$ cat config.mk
export PLATFORM = sky130hd
export DESIGN_NAME = svpd_cordic_cell
export DESIGN_NICKNAME = d
export VERILOG_FILES = /design/src/svpd_pkg.sv /design/src/svpd_cordic_cell.sv
export SDC_FILE = /design/constraint.sdc
export NUM_CORES = 1
export LEC_CHECK = 0
export BUFFER_PORTS_ARGS = -buffer_cell sky130_fd_sc_hd__buf_2
export CAP_MARGIN = 20
export CELL_PAD_IN_SITES_DETAIL_PLACEMENT = 1
export CELL_PAD_IN_SITES_GLOBAL_PLACEMENT = 2
export CORE_MARGIN = 2
export CORE_UTILIZATION = 30
export CTS_CLUSTER_SIZE = 28
export DETAILED_ROUTE_END_ITERATION = 10
export PLACE_DENSITY_LB_ADDON = 0.12
export RECOVER_POWER = 100
export SYNTH_ARGS = -nofsm -noshare
export SYNTH_HDL_FRONTEND = slang
export SYNTH_SLANG_ARGS = --single-unit
$ cat constraint.sdc
create_clock -name clock -period 2.94 [get_ports clock]
set_input_delay 0.588 -clock clock [delete_from_list [all_inputs] [get_ports clock]]
set_output_delay 0.588 -clock clock [all_outputs]
set_load 0.03 [all_outputs]
$ cat src/svpd_pkg.sv
package svpd_pkg;

   localparam int VOLT_BITS = 16;
   localparam int ANGLE_BITS = 16;
   localparam int TURN_BITS = 24;
   localparam int CORDIC_STEPS = 23;
   localparam int DIV_STEPS = 15;
   localparam int RATIO_CLAMP = 18907;
   localparam int ONE_Q30 = 1 << 30;
   localparam int CORDIC_X0 = 652032874;
   localparam logic signed [31:0] SIN60_Q30 = 32'sd929887698;
   localparam logic signed [31:0] SQRT3_Q30 = 32'sd1859775396;

   // floor(r / 6) = (r * SIXTH_RECIP) >> SIXTH_SHIFT for any 24-bit r.
   localparam int SIXTH_SHIFT = 27;
   localparam logic [24:0] SIXTH_RECIP = 25'd22369622;

   localparam logic [TURN_BITS-1:0] HALF_TURN = 24'h800000;
   localparam logic [TURN_BITS-1:0] QUARTER_TURN = 24'h400000;

   localparam int SUPPLY_BITS = 15;
   localparam int PERIOD_BITS = 16;
   localparam int COMPARE_BITS = 16;
   localparam int SECTOR_BITS = 3;
   localparam int CSR_INDEX_BITS = 2;
   localparam int CSR_DATA_BITS = 16;

   localparam logic [CSR_INDEX_BITS-1:0] CSR_SUPPLY_VOLTAGE = 2'd0;
   localparam logic [CSR_INDEX_BITS-1:0] CSR_PWM_PERIOD = 2'd1;

   localparam logic [SUPPLY_BITS-1:0] SUPPLY_RESET = 15'd3072;
   localparam logic [PERIOD_BITS-1:0] PERIOD_RESET = 16'd1440;

   typedef struct packed {
      logic signed [VOLT_BITS-1:0] quad_voltage;
      logic signed [VOLT_BITS-1:0] direct_voltage;
      logic [ANGLE_BITS-1:0] rotor_angle;
   } req_payload_type;

   typedef struct packed {
      logic [COMPARE_BITS-1:0] compare_a;
      logic [COMPARE_BITS-1:0] compare_b;
      logic [COMPARE_BITS-1:0] compare_c;
      logic [SECTOR_BITS-1:0] sector_number;
   } rsp_payload_type;

   // Arctangent of 2^-step as a fraction of a turn, 24-bit scale.
   function automatic logic [TURN_BITS-1:0] atan_turn(input int step);
      logic [TURN_BITS-1:0] v;
      case (step)
         0: v = 24'd2097152;
         1: v = 24'd1238021;
         2: v = 24'd654136;
         3: v = 24'd332050;
         4: v = 24'd166669;
         5: v = 24'd83416;
         6: v = 24'd41718;
         7: v = 24'd20860;
         8: v = 24'd10430;
         9: v = 24'd5215;
         10: v = 24'd2608;
         11: v = 24'd1304;
         12: v = 24'd652;
         13: v = 24'd326;
         14: v = 24'd163;
         15: v = 24'd81;
         16: v = 24'd41;
         17: v = 24'd20;
         18: v = 24'd10;
         19: v = 24'd5;
         20: v = 24'd3;
         21: v = 24'd1;
         22: v = 24'd1;
         default: v = '0;
      endcase
      return v;
   endfunction

endpackage

$ cat src/svpd_cordic_cell.sv
module svpd_cordic_cell
   import svpd_pkg::*;
#(
   parameter int XW = 33,
   parameter int ZW = 26,
   parameter int STEP = 0,
   parameter int TAG_W = 8,
   parameter bit VECTORING = 1'b0
) (
   input  logic                 clock,
   input  logic                 reset,
   input  logic                 enable,
   input  logic                 in_valid,
   input  logic signed [XW-1:0] in_x,
   input  logic signed [XW-1:0] in_y,
   input  logic [ZW-1:0]        in_z,
   input  logic [TAG_W-1:0]     in_tag,
   output logic                 out_valid,
   output logic signed [XW-1:0] out_x,
   output logic signed [XW-1:0] out_y,
   output logic [ZW-1:0]        out_z,
   output logic [TAG_W-1:0]     out_tag
);

   logic signed [XW-1:0] dx;
   logic signed [XW-1:0] dy;
   logic [ZW-1:0] angle_step;
   logic clockwise;
   logic valid_ff;
   logic signed [XW-1:0] x_ff, x_in;
   logic signed [XW-1:0] y_ff, y_in;
   logic [ZW-1:0] z_ff, z_in;
   logic [TAG_W-1:0] tag_ff;

   assign dx = in_y >>> STEP;
   assign dy = in_x >>> STEP;
   assign angle_step = ZW'(atan_turn(STEP));

   // Vectoring drives y toward zero; rotation drives the residual angle toward zero.
   assign clockwise = VECTORING ? (in_y > 0) : in_z[ZW-1];

   assign x_in = clockwise ? in_x + dx : in_x - dx;
   assign y_in = clockwise ? in_y - dy : in_y + dy;
   assign z_in = clockwise ? in_z + angle_step : in_z - angle_step;

   always_ff @(posedge clock) begin
      if (reset) begin
         valid_ff <= 1'b0;
      end else if (enable) begin
         valid_ff <= in_valid;
      end
   end

   always_ff @(posedge clock) begin
      if (enable) begin
         x_ff <= x_in;
         y_ff <= y_in;
         z_ff <= z_in;
         tag_ff <= in_tag;
      end
   end

   assign out_valid = valid_ff;
   assign out_x = x_ff;
   assign out_y = y_ff;
   assign out_z = z_ff;
   assign out_tag = tag_ff;

endmodule

==> impl_metrics.ini <==
[final_layout]
final_area_um2 = 13000
syn_to_final_growth_pct = 47.0
diodes = 0
nNetsFinal = 1610
fin_util_pct = 45.1
drive_above_1_share_pct = 35.5
finalNonFillerCells = 1784

[clocking]
cts.clk_slew.worst_paths_ps = 80
clk_latency_ps = 370
cts_max_path_buffers = 2
cts_root_buf = clkbuf_16
clock-sinks = 100
numCtsBuffers = 9
tritoncts = done
h-tree-depth = 3

[global_routing]
track_usage_pct = 21.0
grt_max_degree = 74
antenna_found_initial = 0
grt_pass1_wl_um = 50800
grt_pass1_vias = 9232
overflow = 0

[place]
detailed_place_hpwl_um = 26400
io_buffer_count = 204
place_inst = 1749
place_congestion = 0.833
place_area_um2 = 12000

[sta]
slew_viol_final = 66
max_freq_mhz = 337
rsz0062_at_grt = yes
worst_pin_slew_ps = 1600
setup_tns_ps = -40.4
post-route-period-util_pct = 101
period_needed_ps = 2970
skew_ps = 0
finalHoldViolations = 0
relSlewSlack_pct = -6.46
setup_ws_ps = -28.7
setup_viol = 2
whs_ps = 365

[die]
core-area_um2 = 28900
die_area_um2 = 30900
num_io_pins = 205
die_h_um = 176
placement_rows = 62
die_w_um = 176
initial_utilization_pct = 30.6

[routing]
wl_um = 33600
vias = 8878
drtIter0Drc = 426
wl_per_cell_um = 18.8
dr.pass1.iters = 4
ant_nets = 0
drcViolationCount = 0
viasPerCell = 4.98

[synthesis]
synth-compound-area-share_pct = 23.5
synth_fa_ha_area_share_pct = 16.0
synth_xor_area_share_pct = 6.24
ys_types = 77
synth_cells = 969
synth_simple_gate_area_share_pct = 11.5
synth-async-reset-ratio_pct = 0
ys_warn_count = 0
yosys_register_bits = 100
synth-edff-count = 99
synthFlopType = edfxtp_1
synth_nets = 1184
seq_area_frac_synth_pct = 33.8
synthMuxAreaShare_pct = 2.50
syn_area_um2 = 8840
syn_avg_cell_area_um2 = 9.13
synth_top_family_by_area = compound AO/OA/AOI/OAI gates

[worst_setup_path]
r2r_end = out_valid
startpoint_type = input pin
cp_max_fo = 4
endpoint_kind = flip-flop
cp_data_arrival_time_ps = 3090
worstPathRequired_ps = 3060
reg2reg_setup_slack_ps = 2330
crit-reg2reg-launch = out_valid
r2r_cells = 2
setup.worst_path.class = in2reg

[power]
p_leak_nw = 5.67
power_density_nw_per_um2 = 451
ir_drop_mv = 0.220

[worst_hold_path]
holdPathEnd = out_valid
hold_depth = 2
hold_start = reset
min-delay-path-class = in2reg

[run_status]
status = finished with violations
violations = capacitance limit, slew limit, setup timing

[job]
cap_violations = 1
what timing repair did:
item	CTS	global route
gates cloned	0	0
setup endpoints to repair	28	34
pin swaps	21	57
setup buffers	4	16
resized for setup	63	101
hold buffers	0	0
metal layers:
layer | up-vias | part of all wire, % | global-route usage (%)
li1 | 4326 | - | -
met1 | 4349 | 47 | 29.1
met2 | 187 | 48 | 36.0
met3 | 16 | 4.1 | 2.38
met4 | 0 | 0.73 | 2.86
met5 | - | 0 | 0
cell families after synthesis:
kind of cell | count (synthesis)
compound gates | 314
flops | 100
mux | 22
simple gates | 215
xor+xnor | 63
buf+inv | 144
fa+ha+maj | 111
how the worst max path moves through the flow:
stage                  start   endpoint  slack (ps)
global placement    in_x[11]  out_x[32]        -730
finish               in_y[2]  out_x[29]         -30
floorplan           in_x[12]  out_y[32]          -2
CTS                  in_x[0]  out_x[30]         -20
global route         in_y[2]  out_x[25]        -120
detailed placement  in_x[11]  out_x[32]        -720
cell type report:
type | instances | area [um2]
Timing Repair Buffer | 456 | 2880
Clock buffer | 9 | 225
Tap cell | 384 | 480
Clock inverter | 7 | 91.3
Sequential cell | 100 | 2990
Fill cell | 3433 | 15900
Multi-Input combinational cell | 725 | 5940
Inverter | 103 | 392
flip-flops by register name, summed over array words and instances (netlist names):
signal     cells
out_y         32
out_z         26
out_valid      1
out_x         33
out_tag        8
where the power goes:
part	switching (W)	leakage (nW)	internal, W
registers	0.0000585	0.977	0.00184
logic	0.00160	4.54	0.00104
clock network	0.000711	0.152	0.000619
total	0.00237	5.67	0.00350
metrics by stage:
| stage | setup slack (ps) | power [W] |
|---|---|---|
| finish | -28.7 | 0.00587 |
| global route | -121 | 0.00618 |
| CTS | -17.7 | 0.00584 |
| detailed placement | -723 | 0.00439 |
| global placement | -729 | 0.00437 |
| floorplan | -2.49 | 0.00332 |
cells in the mapped netlist, drive strengths merged (12+ instances only):
cell    number  area (um2)
ha         107        1340
a21oi      103         515
edfxtp      99        2970
inv         99         372
nor2        86         323
o21ai       61         305
xnor2       56         490
nand2       44         168
clkbuf      21        78.8
mux2i       21         210
buf         20         101
o21bai      20         150
a21o        19         143
nor3        14        70.1
nand3       13        65.1
a211oi      12         110
nand2b      12        75.1
o31ai       12        95.1
cells in the final DEF, fill, tap and decap left out, types with 13 or more instances in the layout:
cell / instances
buf_4: 240
clkbuf_1: 103
edfxtp_1: 99
buf_2: 95
a21oi_1: 90
inv_1: 86
ha_1: 83
nor2_1: 81
xnor2_1: 55
o21ai_0: 46
nand2_1: 39
o21bai_1: 20
mux2i_1: 20
a21o_1: 19
ha_4: 17
a21oi_2: 13
nor3_1: 13
critical path, stage by stage:
cell and delay (ps):
buf_6 100, buf_6 110, ha_4 250, o21ai_2 120, a21oi_2 50, o41a_1 420, a21o_1 210, a311o_1 430
a221oi_2 270, buf_4 170, o41a_1 180, a221oi_2 50, xnor2_1 130
(Power assumes the default switching activity.)
