File: src/svpd_div_cell.sv
module svpd_div_cell #(
   parameter int DW = 15,
   parameter int TAG_W = 8
) (
   input  logic             clock,
   input  logic             reset,
   input  logic             enable,
   input  logic [DW-1:0]    divisor,
   input  logic             in_valid,
   input  logic [DW-1:0]    in_rem,
   input  logic [DW-1:0]    in_quo,
   input  logic [TAG_W-1:0] in_tag,
   output logic             out_valid,
   output logic [DW-1:0]    out_rem,
   output logic [DW-1:0]    out_quo,
   output logic [TAG_W-1:0] out_tag
);

   logic [DW:0] shifted;
   logic [DW:0] diff;
   logic fits;
   logic valid_ff;
   logic [DW-1:0] rem_ff, rem_in;
   logic [DW-1:0] quo_ff, quo_in;
   logic [TAG_W-1:0] tag_ff;

   // While the incoming remainder is below the divisor, the new one stays below it and fits in DW bits.
   assign shifted = {in_rem, 1'b0};
   assign diff = shifted - {1'b0, divisor};
   assign fits = shifted >= {1'b0, divisor};
   assign rem_in = fits ? diff[DW-1:0] : shifted[DW-1:0];
   assign quo_in = {in_quo[DW-2:0], fits};

   always_ff @(posedge clock) begin
      if (reset) begin
         valid_ff <= 1'b0;
      end else if (enable) begin
         valid_ff <= in_valid;
      end
   end

   always_ff @(posedge clock) begin
      if (enable) begin
         rem_ff <= rem_in;
         quo_ff <= quo_in;
         tag_ff <= in_tag;
      end
   end

   assign out_valid = valid_ff;
   assign out_rem = rem_ff;
   assign out_quo = quo_ff;
   assign out_tag = tag_ff;

endmodule
File: config.mk
export PLATFORM = sky130hd
export DESIGN_NAME = svpd_div_cell
export DESIGN_NICKNAME = d
export VERILOG_FILES = /design/src/svpd_div_cell.sv
export SDC_FILE = /design/constraint.sdc
export NUM_CORES = 1
export LEC_CHECK = 0
export ABC_CLOCK_PERIOD_IN_PS = 3800
export BUFFER_PORTS_ARGS = -buffer_cell sky130_fd_sc_hd__buf_2
export CAP_MARGIN = 20
export CORE_UTILIZATION = 47
export CTS_CLUSTER_DIAMETER = 150
export DETAILED_ROUTE_END_ITERATION = 10
export PLACE_DENSITY = 0.79
export SLEW_MARGIN = 10
export SYNTH_ARGS = -nofsm -noshare
export SYNTH_HDL_FRONTEND = slang
export SYNTH_SLANG_ARGS = --single-unit
File: constraint.sdc
create_clock -name clock -period 3.8 [get_ports clock]
set_input_delay 0.95 -clock clock [delete_from_list [all_inputs] [get_ports clock]]
set_output_delay 0.95 -clock clock [all_outputs]
set_load 0.1 [all_outputs]
==> results of run 1 <==
[stage by stage]
stage,util,power [W],hold WS [ns]
floorplan,-,0.001030,0.9705
global route,0.6441,0.001527,0.5582
CTS,0.6441,0.001482,0.5168
global placement,0.6150,0.001126,0.4730
detailed placement,0.6184,0.001137,0.4844
finish,0.6441,0.001469,0.5144
[power by group]
group | internal (W) | switching, W
clock network | 0.000195 | 0.000146
registers | 0.000529 | 0.00000933
logic | 0.000134 | 0.000456
total | 0.000858 | 0.000611
[critical path: stages]
cell	delay, ns
sky130_fd_sc_hd__buf_2	0.10
sky130_fd_sc_hd__inv_1	0.07
sky130_fd_sc_hd__fa_1	0.48
sky130_fd_sc_hd__a21oi_1	0.20
sky130_fd_sc_hd__o211ai_2	0.14
sky130_fd_sc_hd__a311oi_1	0.44
sky130_fd_sc_hd__o41ai_4	0.22
sky130_fd_sc_hd__buf_8	0.20
sky130_fd_sc_hd__buf_4	0.15
sky130_fd_sc_hd__nor2_1	0.10
sky130_fd_sc_hd__a21oi_1	0.06
[sequential cells by signal, summed over array words and instances, names as in the netlist]
register,count
out_quo,15
out_rem,15
out_tag,8
out_valid,1
[path summary, 6_finish.rpt]
path         cells after the start              startpoint                endpoint  slack, ns
min                              2  out_valid$_SDFFE_PP0P_  out_valid$_SDFFE_PP0P_       0.51
min reg2reg                      2  out_valid$_SDFFE_PP0P_  out_valid$_SDFFE_PP0P_       0.51
max reg2reg                      2  out_valid$_SDFFE_PP0P_  out_valid$_SDFFE_PP0P_       3.21
max                             11              divisor[0]    out_rem[6]$_DFFE_PP_       0.73
[area by class of cell]
type                    instances  area [um2]
clock inverters                 3       43.79
repair buffers                 99       515.5
flip-flops and latches         39        1161
clock buffers                   5       68.82
multi-input cells             116       905.9
fillers                       344        1560
well taps                      52       65.06
inverters                      17       63.81
[per-layer routing]
metal  vias up  global-route usage  part of all wire
met2        67              0.3333              0.49
met1       782              0.2112              0.42
met5         -                   0                 0
li1        851                   -                 -
met4         0             0.09556             0.023
met3         8             0.05669             0.073
[cell usage after synthesis (all sizes together)]
master,n
nor3,1
inv,17
fa,1
or3,2
and2,3
a2111oi,1
o21ai,6
xnor2,5
a311oi,1
edfxtp,38
and3,2
nand3,2
a21oi,19
o21bai,1
nor2,11
buf,4
a21o,3
ha,15
nor4,1
o21a,2
o41ai,2
a31oi,2
o211ai,1
a21boi,1
xor2,5
nand4b,1
a211oi,2
a31o,1
dfxtp,1
nand2,9
or4b,1
mux2,6
nor2b,2
mux2i,3
nand4,4
[cell families (layout without fill, tap and decap cells)]
logic type / after synthesis / after routing
mux: 9 / 9
xor+xnor: 10 / 10
buf+inv: 21 / 124
simple gates: 39 / 39
compound gates: 42 / 42
fa+ha+maj: 16 / 16
flops: 39 / 39
==> impl_table.tex, run 1 <==
\begin{tabular}{lr}
\hline
Metric & Value \\
\hline
\multicolumn{2}{l}{\textbf{Run status}} \\
Run status & finished clean \\
\multicolumn{2}{l}{\textbf{Setup path}} \\
Launching element type of the critical path & input port \\
Category of the worst setup path capture point & flip-flop \\
Critical path start-end classification & in -> reg \\
Required arrival time at the worst endpoint & around 3.9 ns \\
Endpoint arrival time on the critical path & between 3 and 4 ns \\
Highest net fanout along the worst path & 13 \\
\multicolumn{2}{l}{\textbf{Synthesis}} \\
Simple-gate share of the synthesized area & 0.09201 \\
Yosys warning total & 0 \\
Post-synthesis sequential area ratio & 0.5370 \\
Ranking of synthesized cells by area & sky130\_fd\_sc\_hd\_\_edfxtp\_1 53\%, sky130\_fd\_sc\_hd\_\_ha\_1 8.7\%, sky130\_fd\_sc\_hd\_\_a21oi\_1 3.9\% \\
Post-synthesis instance total & about 180 \\
Syn nets & 249 \\
Area share of the largest cell type after synthesis & 0.5278 \\
Post-synth design cell area & about 0.0022 mm2 \\
Synthesized area divided by synthesized cell count & roughly 12 um2 \\
Xor-xnor portion of the synthesized cell area & 0.04051 \\
Cell type with the largest total area after synthesis & sky130\_fd\_sc\_hd\_\_edfxtp\_1 \\
Multiplexer fraction of the synthesized cell area & 0.04861 \\
Area fraction in compound gates after synthesis & 0.1418 \\
Synthesis-stage register bit count & 39 \\
Number of distinct library cell variants in the gate-level netlist after synthesis & 42 \\
Dominant combinational cell family by area after synthesis & compound AO/OA/AOI/OAI gates \\
Share of synthesized cell area in full adder, half adder and majority cells & 0.09606 \\
\multicolumn{2}{l}{\textbf{Clock tree}} \\
Buffers from clock root to sink, at most & 2 \\
Clock Sink Count & 39 \\
Depth of the CTS H-tree & 2 \\
Clock transition at path regs & about 0.080 ns \\
Clock latency of the later-clocked register in the worst-skew pair & 0.29 ns \\
CTS Root Cell & sky130\_fd\_sc\_hd\_\_clkbuf\_8 \\
Clock tree from TritonCTS & done \\
Hold-fix buffers, CTS & 0 \\
Num CTS Buffers & 5 \\
Number of instances resized during post-cts repair & 0 \\
Post-CTS Setup Inserts & 0 \\
\multicolumn{2}{l}{\textbf{Drt}} \\
Via density per instance & between 5 and 6 \\
Drt drc & 0 \\
Routed wire length & roughly 4400 um \\
Starting DRT DRC Count & 52 \\
Total via count after detailed routing & $\sim$1.7k \\
Antenna-violating nets left & 0 \\
Number of detailed-routing iterations run before antenna repair & 4 \\
WL per Instance & around 13 um \\
\multicolumn{2}{l}{\textbf{Finish}} \\
Diode insertion count for antenna repair & 0 \\
Top library cells by usage in the layout, fill and taps aside & 94 x sky130\_fd\_sc\_hd\_\_buf\_2, 38 x sky130\_fd\_sc\_hd\_\_edfxtp\_1, 17 x sky130\_fd\_sc\_hd\_\_inv\_1, 17 x sky130\_fd\_sc\_hd\_\_a21oi\_1, 15 x sky130\_fd\_sc\_hd\_\_ha\_1 \\
Fraction of layout instances using a drive strength above 1 & 0.4337 \\
Commonest non-fill, non-tap cell in the layout & sky130\_fd\_sc\_hd\_\_buf\_2 \\
P\&R area growth vs syn & 30.61\% \\
Summed area of non-filler cells in the final layout & 0.002824 mm2 \\
Final cell count without fillers & between 300 and 400 \\
Net count, final & around 350 \\
\multicolumn{2}{l}{\textbf{STA}} \\
\# setup viols final & 0 \\
PnR worst setup slack & roughly 0.73 ns \\
Worst-case clock skew & 0 ns \\
Setup TNS Final & 0 ns \\
Period utilisation layout & 0.8066 \\
Crit path time final & 3.065 ns \\
Number of max-slew violations in the final report & 0 \\
Fmax & between 300 and 400 MHz \\
Slew at the pin with the worst max-slew slack & between 0.8 and 0.9 ns \\
Tightest slew margin relative to the limit & 0.4261 \\
Final-report hold violation count & 0 \\
RSZ-0062 raised after global routing & no \\
\multicolumn{2}{l}{\textbf{Placed design}} \\
Hpwl dp & around 3400 um \\
Weighted congestion reported at the end of routability-driven placement & approximately 0.81 \\
Cell Area, Placed & 0.002711 mm2 \\
Total instance count after detailed placement & roughly 320 \\
Total of buffers placed on input and output ports & 94 \\
Worst slack at placement & between 0.4 and 0.5 ns \\
\multicolumn{2}{l}{\textbf{Global routing}} \\
Number of antenna violations at the first check in global routing & 0 \\
Total routing resource utilization after global routing & 0.1916 \\
Remaining global-route overflow & 0 \\
Wire length of the first global-routing pass & $\sim$7300 um \\
Vias in the first global route & roughly 1.7k \\
Maximum number of pins on one net before global-route repair & 40 \\
\multicolumn{2}{l}{\textbf{Power}} \\
Power Density & approximately 520 mW/mm2 \\
Leakage power of the design & between 1 and 1.5 nW \\
Peak supply drop & just under 0.2 mV \\
\multicolumn{2}{l}{\textbf{Flow run}} \\
Maximum Capacitance Violations & 0 \\
\multicolumn{2}{l}{\textbf{Floorplan}} \\
Initial standard-cell utilization of the core & 0.4932 \\
Core region area & about 0.0044 mm2 \\
Die boundary height & $\sim$70 um \\
Total Die Area & slightly below 0.005 mm2 \\
Std cell rows & 24 \\
Chip width & between 60 and 70 um \\
\# IOs & 96 \\
\multicolumn{2}{l}{\textbf{Worst hold path}} \\
Type of the tightest min-delay check & reg -> reg \\
\hline
\end{tabular}
Note: power is estimated with default switching activity, not from simulation.
==> inputs of run 2 (changes only) <==
--- a/config.mk
+++ b/config.mk
@@ -5,7 +5,7 @@
 export SDC_FILE = /design/constraint.sdc
 export NUM_CORES = 1
 export LEC_CHECK = 0
-export ABC_CLOCK_PERIOD_IN_PS = 3800
+export ABC_CLOCK_PERIOD_IN_PS = 2900
 export BUFFER_PORTS_ARGS = -buffer_cell sky130_fd_sc_hd__buf_2
 export CAP_MARGIN = 20
 export CORE_UTILIZATION = 47
==> constraint.sdc (replaced) <==
create_clock -name clock -period 2.9 [get_ports clock]
set_input_delay 0.725 -clock clock [delete_from_list [all_inputs] [get_ports clock]]
set_output_delay 0.725 -clock clock [all_outputs]
set_load 0.1 [all_outputs]
==> impl_table.tex, run 2 (same netlist as run 1, synthesis figures left out) <==
\begin{tabular}{lr}
\hline
Metric & Value \\
\hline
\multicolumn{2}{l}{\textbf{Finish}} \\
Sequential cell area & 0.001161 mm2 (unchanged) \\
Fraction of layout instances using a drive strength above 1 & 0.4589 (+0.02521) \\
P\&R area growth vs syn & 34.78\% \\
Top library cells by usage in the layout, fill and taps aside & 94 x sky130\_fd\_sc\_hd\_\_buf\_2, 38 x sky130\_fd\_sc\_hd\_\_edfxtp\_1, 18 x sky130\_fd\_sc\_hd\_\_buf\_4, 17 x sky130\_fd\_sc\_hd\_\_inv\_1, 17 x sky130\_fd\_sc\_hd\_\_a21oi\_1 \\
Net count, final & 364 (+3.7\%) \\
Diode insertion count for antenna repair & 0 (unchanged) \\
Util after Layout & 0.6647 (+0.02055) \\
Fill count & 338 (-1.7\%) \\
Area occupied by multi-input gates & 905.9 um2 (unchanged) \\
Commonest non-fill, non-tap cell in the layout & sky130\_fd\_sc\_hd\_\_buf\_2 \\
\multicolumn{2}{l}{\textbf{Drt}} \\
Via density per instance & 5.140 (-0.40\%) \\
Routed wire length & 4489 um (+1.6\%) \\
Starting DRT DRC Count & 88 (+69\%) \\
Drt drc & 0 (unchanged) \\
Total via count after detailed routing & 1768 (+3.5\%) \\
WL per Instance & 13.05 um (-2.3\%) \\
Antenna-violating nets left & 0 (unchanged) \\
Number of detailed-routing iterations run before antenna repair & 4 (unchanged) \\
\multicolumn{2}{l}{\textbf{Global routing}} \\
Total routing resource utilization after global routing & 0.1904 (-0.001198) \\
Remaining global-route overflow & 0 (unchanged) \\
Number of antenna violations at the first check in global routing & 0 (unchanged) \\
Maximum number of pins on one net before global-route repair & 40 (unchanged) \\
Wire length of the first global-routing pass & 7424 um (+1.3\%) \\
Vias in the first global route & 1693 (+1.8\%) \\
\multicolumn{2}{l}{\textbf{Clock tree}} \\
Depth of the CTS H-tree & 2 (unchanged) \\
Clock tree from TritonCTS & done \\
Clock latency of the later-clocked register in the worst-skew pair & 0.29 ns (about the same) \\
Post-CTS Setup Inserts & 0 (unchanged) \\
Clock Sink Count & 39 (unchanged) \\
Number of instances resized during post-cts repair & 0 (unchanged) \\
Num CTS Buffers & 5 (unchanged) \\
Buffers from clock root to sink, at most & 2 (unchanged) \\
Clock transition at path regs & 0.08 ns (about the same) \\
CTS Root Cell & sky130\_fd\_sc\_hd\_\_clkbuf\_8 \\
Hold-fix buffers, CTS & 0 (unchanged) \\
\multicolumn{2}{l}{\textbf{Worst hold path}} \\
Cell depth of the worst min-delay path & 2 (unchanged) \\
Type of the tightest min-delay check & reg -> reg \\
\multicolumn{2}{l}{\textbf{Setup path}} \\
Setup slack of the worst register-to-register path & 2.28 ns (-0.93 ns) \\
Beginning of the critical path & in\_rem[1] \\
Required arrival time at the worst endpoint & 2.95 ns (-0.90 ns) \\
Launching element type of the critical path & input port \\
Worst flop-to-flop path startpoint & out\_valid\$\_SDFFE\_PP0P\_ \\
Worst setup endpoint & out\_rem[1]\$\_DFFE\_PP\_ \\
Category of the worst setup path capture point & flip-flop \\
End of the worst register-to-register path & out\_valid\$\_SDFFE\_PP0P\_ \\
Critical path start-end classification & in -> reg \\
Endpoint arrival time on the critical path & 2.72 ns (-0.39 ns) \\
Number of cell instances on the worst register-to-register path & 2 (unchanged) \\
Highest net fanout along the worst path & 11 (-2) \\
\multicolumn{2}{l}{\textbf{Placed design}} \\
Hpwl dp & 3422 um (+1.6\%) \\
Total of buffers placed on input and output ports & 94 (unchanged) \\
Weighted congestion reported at the end of routability-driven placement & 0.8392 (+4.1\%) \\
\multicolumn{2}{l}{\textbf{Run status}} \\
Run status & finished clean \\
\multicolumn{2}{l}{\textbf{STA}} \\
Number of max-slew violations in the final report & 0 (unchanged) \\
Final-report hold violation count & 0 (unchanged) \\
Tightest slew margin relative to the limit & 0.4215 (-0.004576) \\
Period utilisation layout & 0.9206 \\
Min Hold Slack & 0.5476 ns (+0.03319 ns) \\
\# setup viols final & 0 (unchanged) \\
Worst-case clock skew & 0 ns (unchanged) \\
Slew at the pin with the worst max-slew slack & 0.8677 ns (+0.006864 ns) \\
Fmax & approximately 370 MHz \\
Crit path time final & roughly 2.7 ns \\
RSZ-0062 raised after global routing & no \\
\multicolumn{2}{l}{\textbf{Floorplan}} \\
Core region area & 0.004384 mm2 (unchanged) \\
Chip width & 69.83 um (unchanged) \\
Die boundary height & 69.83 um (unchanged) \\
Std cell rows & 24 (unchanged) \\
Total Die Area & 0.004876 mm2 (unchanged) \\
Initial standard-cell utilization of the core & 0.4932 (unchanged) \\
\# IOs & 96 (unchanged) \\
\multicolumn{2}{l}{\textbf{Power}} \\
Power Density & 669.9 mW/mm2 (+29\%) \\
Leakage power of the design & 1.375 nW (+4.5\%) \\
Peak supply drop & 0.2561 mV (+33\%) \\
\multicolumn{2}{l}{\textbf{Flow run}} \\
Maximum Capacitance Violations & 0 (unchanged) \\
\hline
\end{tabular}
[run 2: report_power, final]
group	internal [W]	switching, W
logic	0.000193	0.000602
registers	0.000692	0.0000119
clock network	0.000256	0.000197
[run 2: how the worst min path moves through the flow]
stage | from | end | slack, ns
global route | out_valid$_SDFFE_PP0P_ | out_valid$_SDFFE_PP0P_ | 0.58
floorplan | reset | out_valid$_SDFFE_PP0P_ | 0.80
CTS | out_valid$_SDFFE_PP0P_ | out_valid$_SDFFE_PP0P_ | 0.55
detailed placement | out_valid$_SDFFE_PP0P_ | out_valid$_SDFFE_PP0P_ | 0.53
finish | out_valid$_SDFFE_PP0P_ | out_valid$_SDFFE_PP0P_ | 0.55
global placement | out_valid$_SDFFE_PP0P_ | out_valid$_SDFFE_PP0P_ | 0.47
[run 2: area by class of cell]
| type | instances | share of cell area |
|---|---|---|
| clock buffers | 5 | 0.02362 |
| clock inverters | 3 | 0.01503 |
| inverters | 17 | 0.02190 |
| multi-input cells | 116 | 0.3109 |
| flip-flops and latches | 39 | 0.3985 |
| well taps | 52 | 0.02233 |
| repair buffers | 112 | 0.2078 |
[run 2: metal layers]
| metal | routed length [um] | global-route usage | share of wire |
|---|---|---|---|
| met5 | 0 | 0 | 0 |
| met1 | 1913 | 0.2210 | 0.43 |
| met3 | 338 | 0.05814 | 0.075 |
| met2 | 2179 | 0.3355 | 0.49 |
| met4 | 58 | 0.05778 | 0.013 |
[run 2: through the flow]
step / instance area (um2) / TNS (ns) / setup slack (ns) / cells / total power [W]
after floorplan: 2162 / 0 / 0.09498 / 176 / 0.001349
after global placement: 2801 / -0.1685 / -0.03604 / 336 / 0.001499
after detailed placement: 2801 / -0.2446 / -0.06928 / 336 / 0.001509
after CTS: 2914 / 0 / 0.2406 / 344 / 0.001960
after global routing: 2914 / 0 / 0.09269 / 344 / 0.002025
final: 2914 / 0 / 0.2304 / 344 / 0.001952
[run 2: worst max-delay path, stage by stage]
cell and delay, ns:
sky130_fd_sc_hd__buf_2 0.11, sky130_fd_sc_hd__ha_1 0.36, sky130_fd_sc_hd__a21oi_1 0.10, sky130_fd_sc_hd__o211ai_2 0.24, sky130_fd_sc_hd__a311oi_1 0.09, sky130_fd_sc_hd__buf_4 0.15, sky130_fd_sc_hd__o41ai_4 0.33, sky130_fd_sc_hd__buf_4 0.25
sky130_fd_sc_hd__mux2_2 0.35
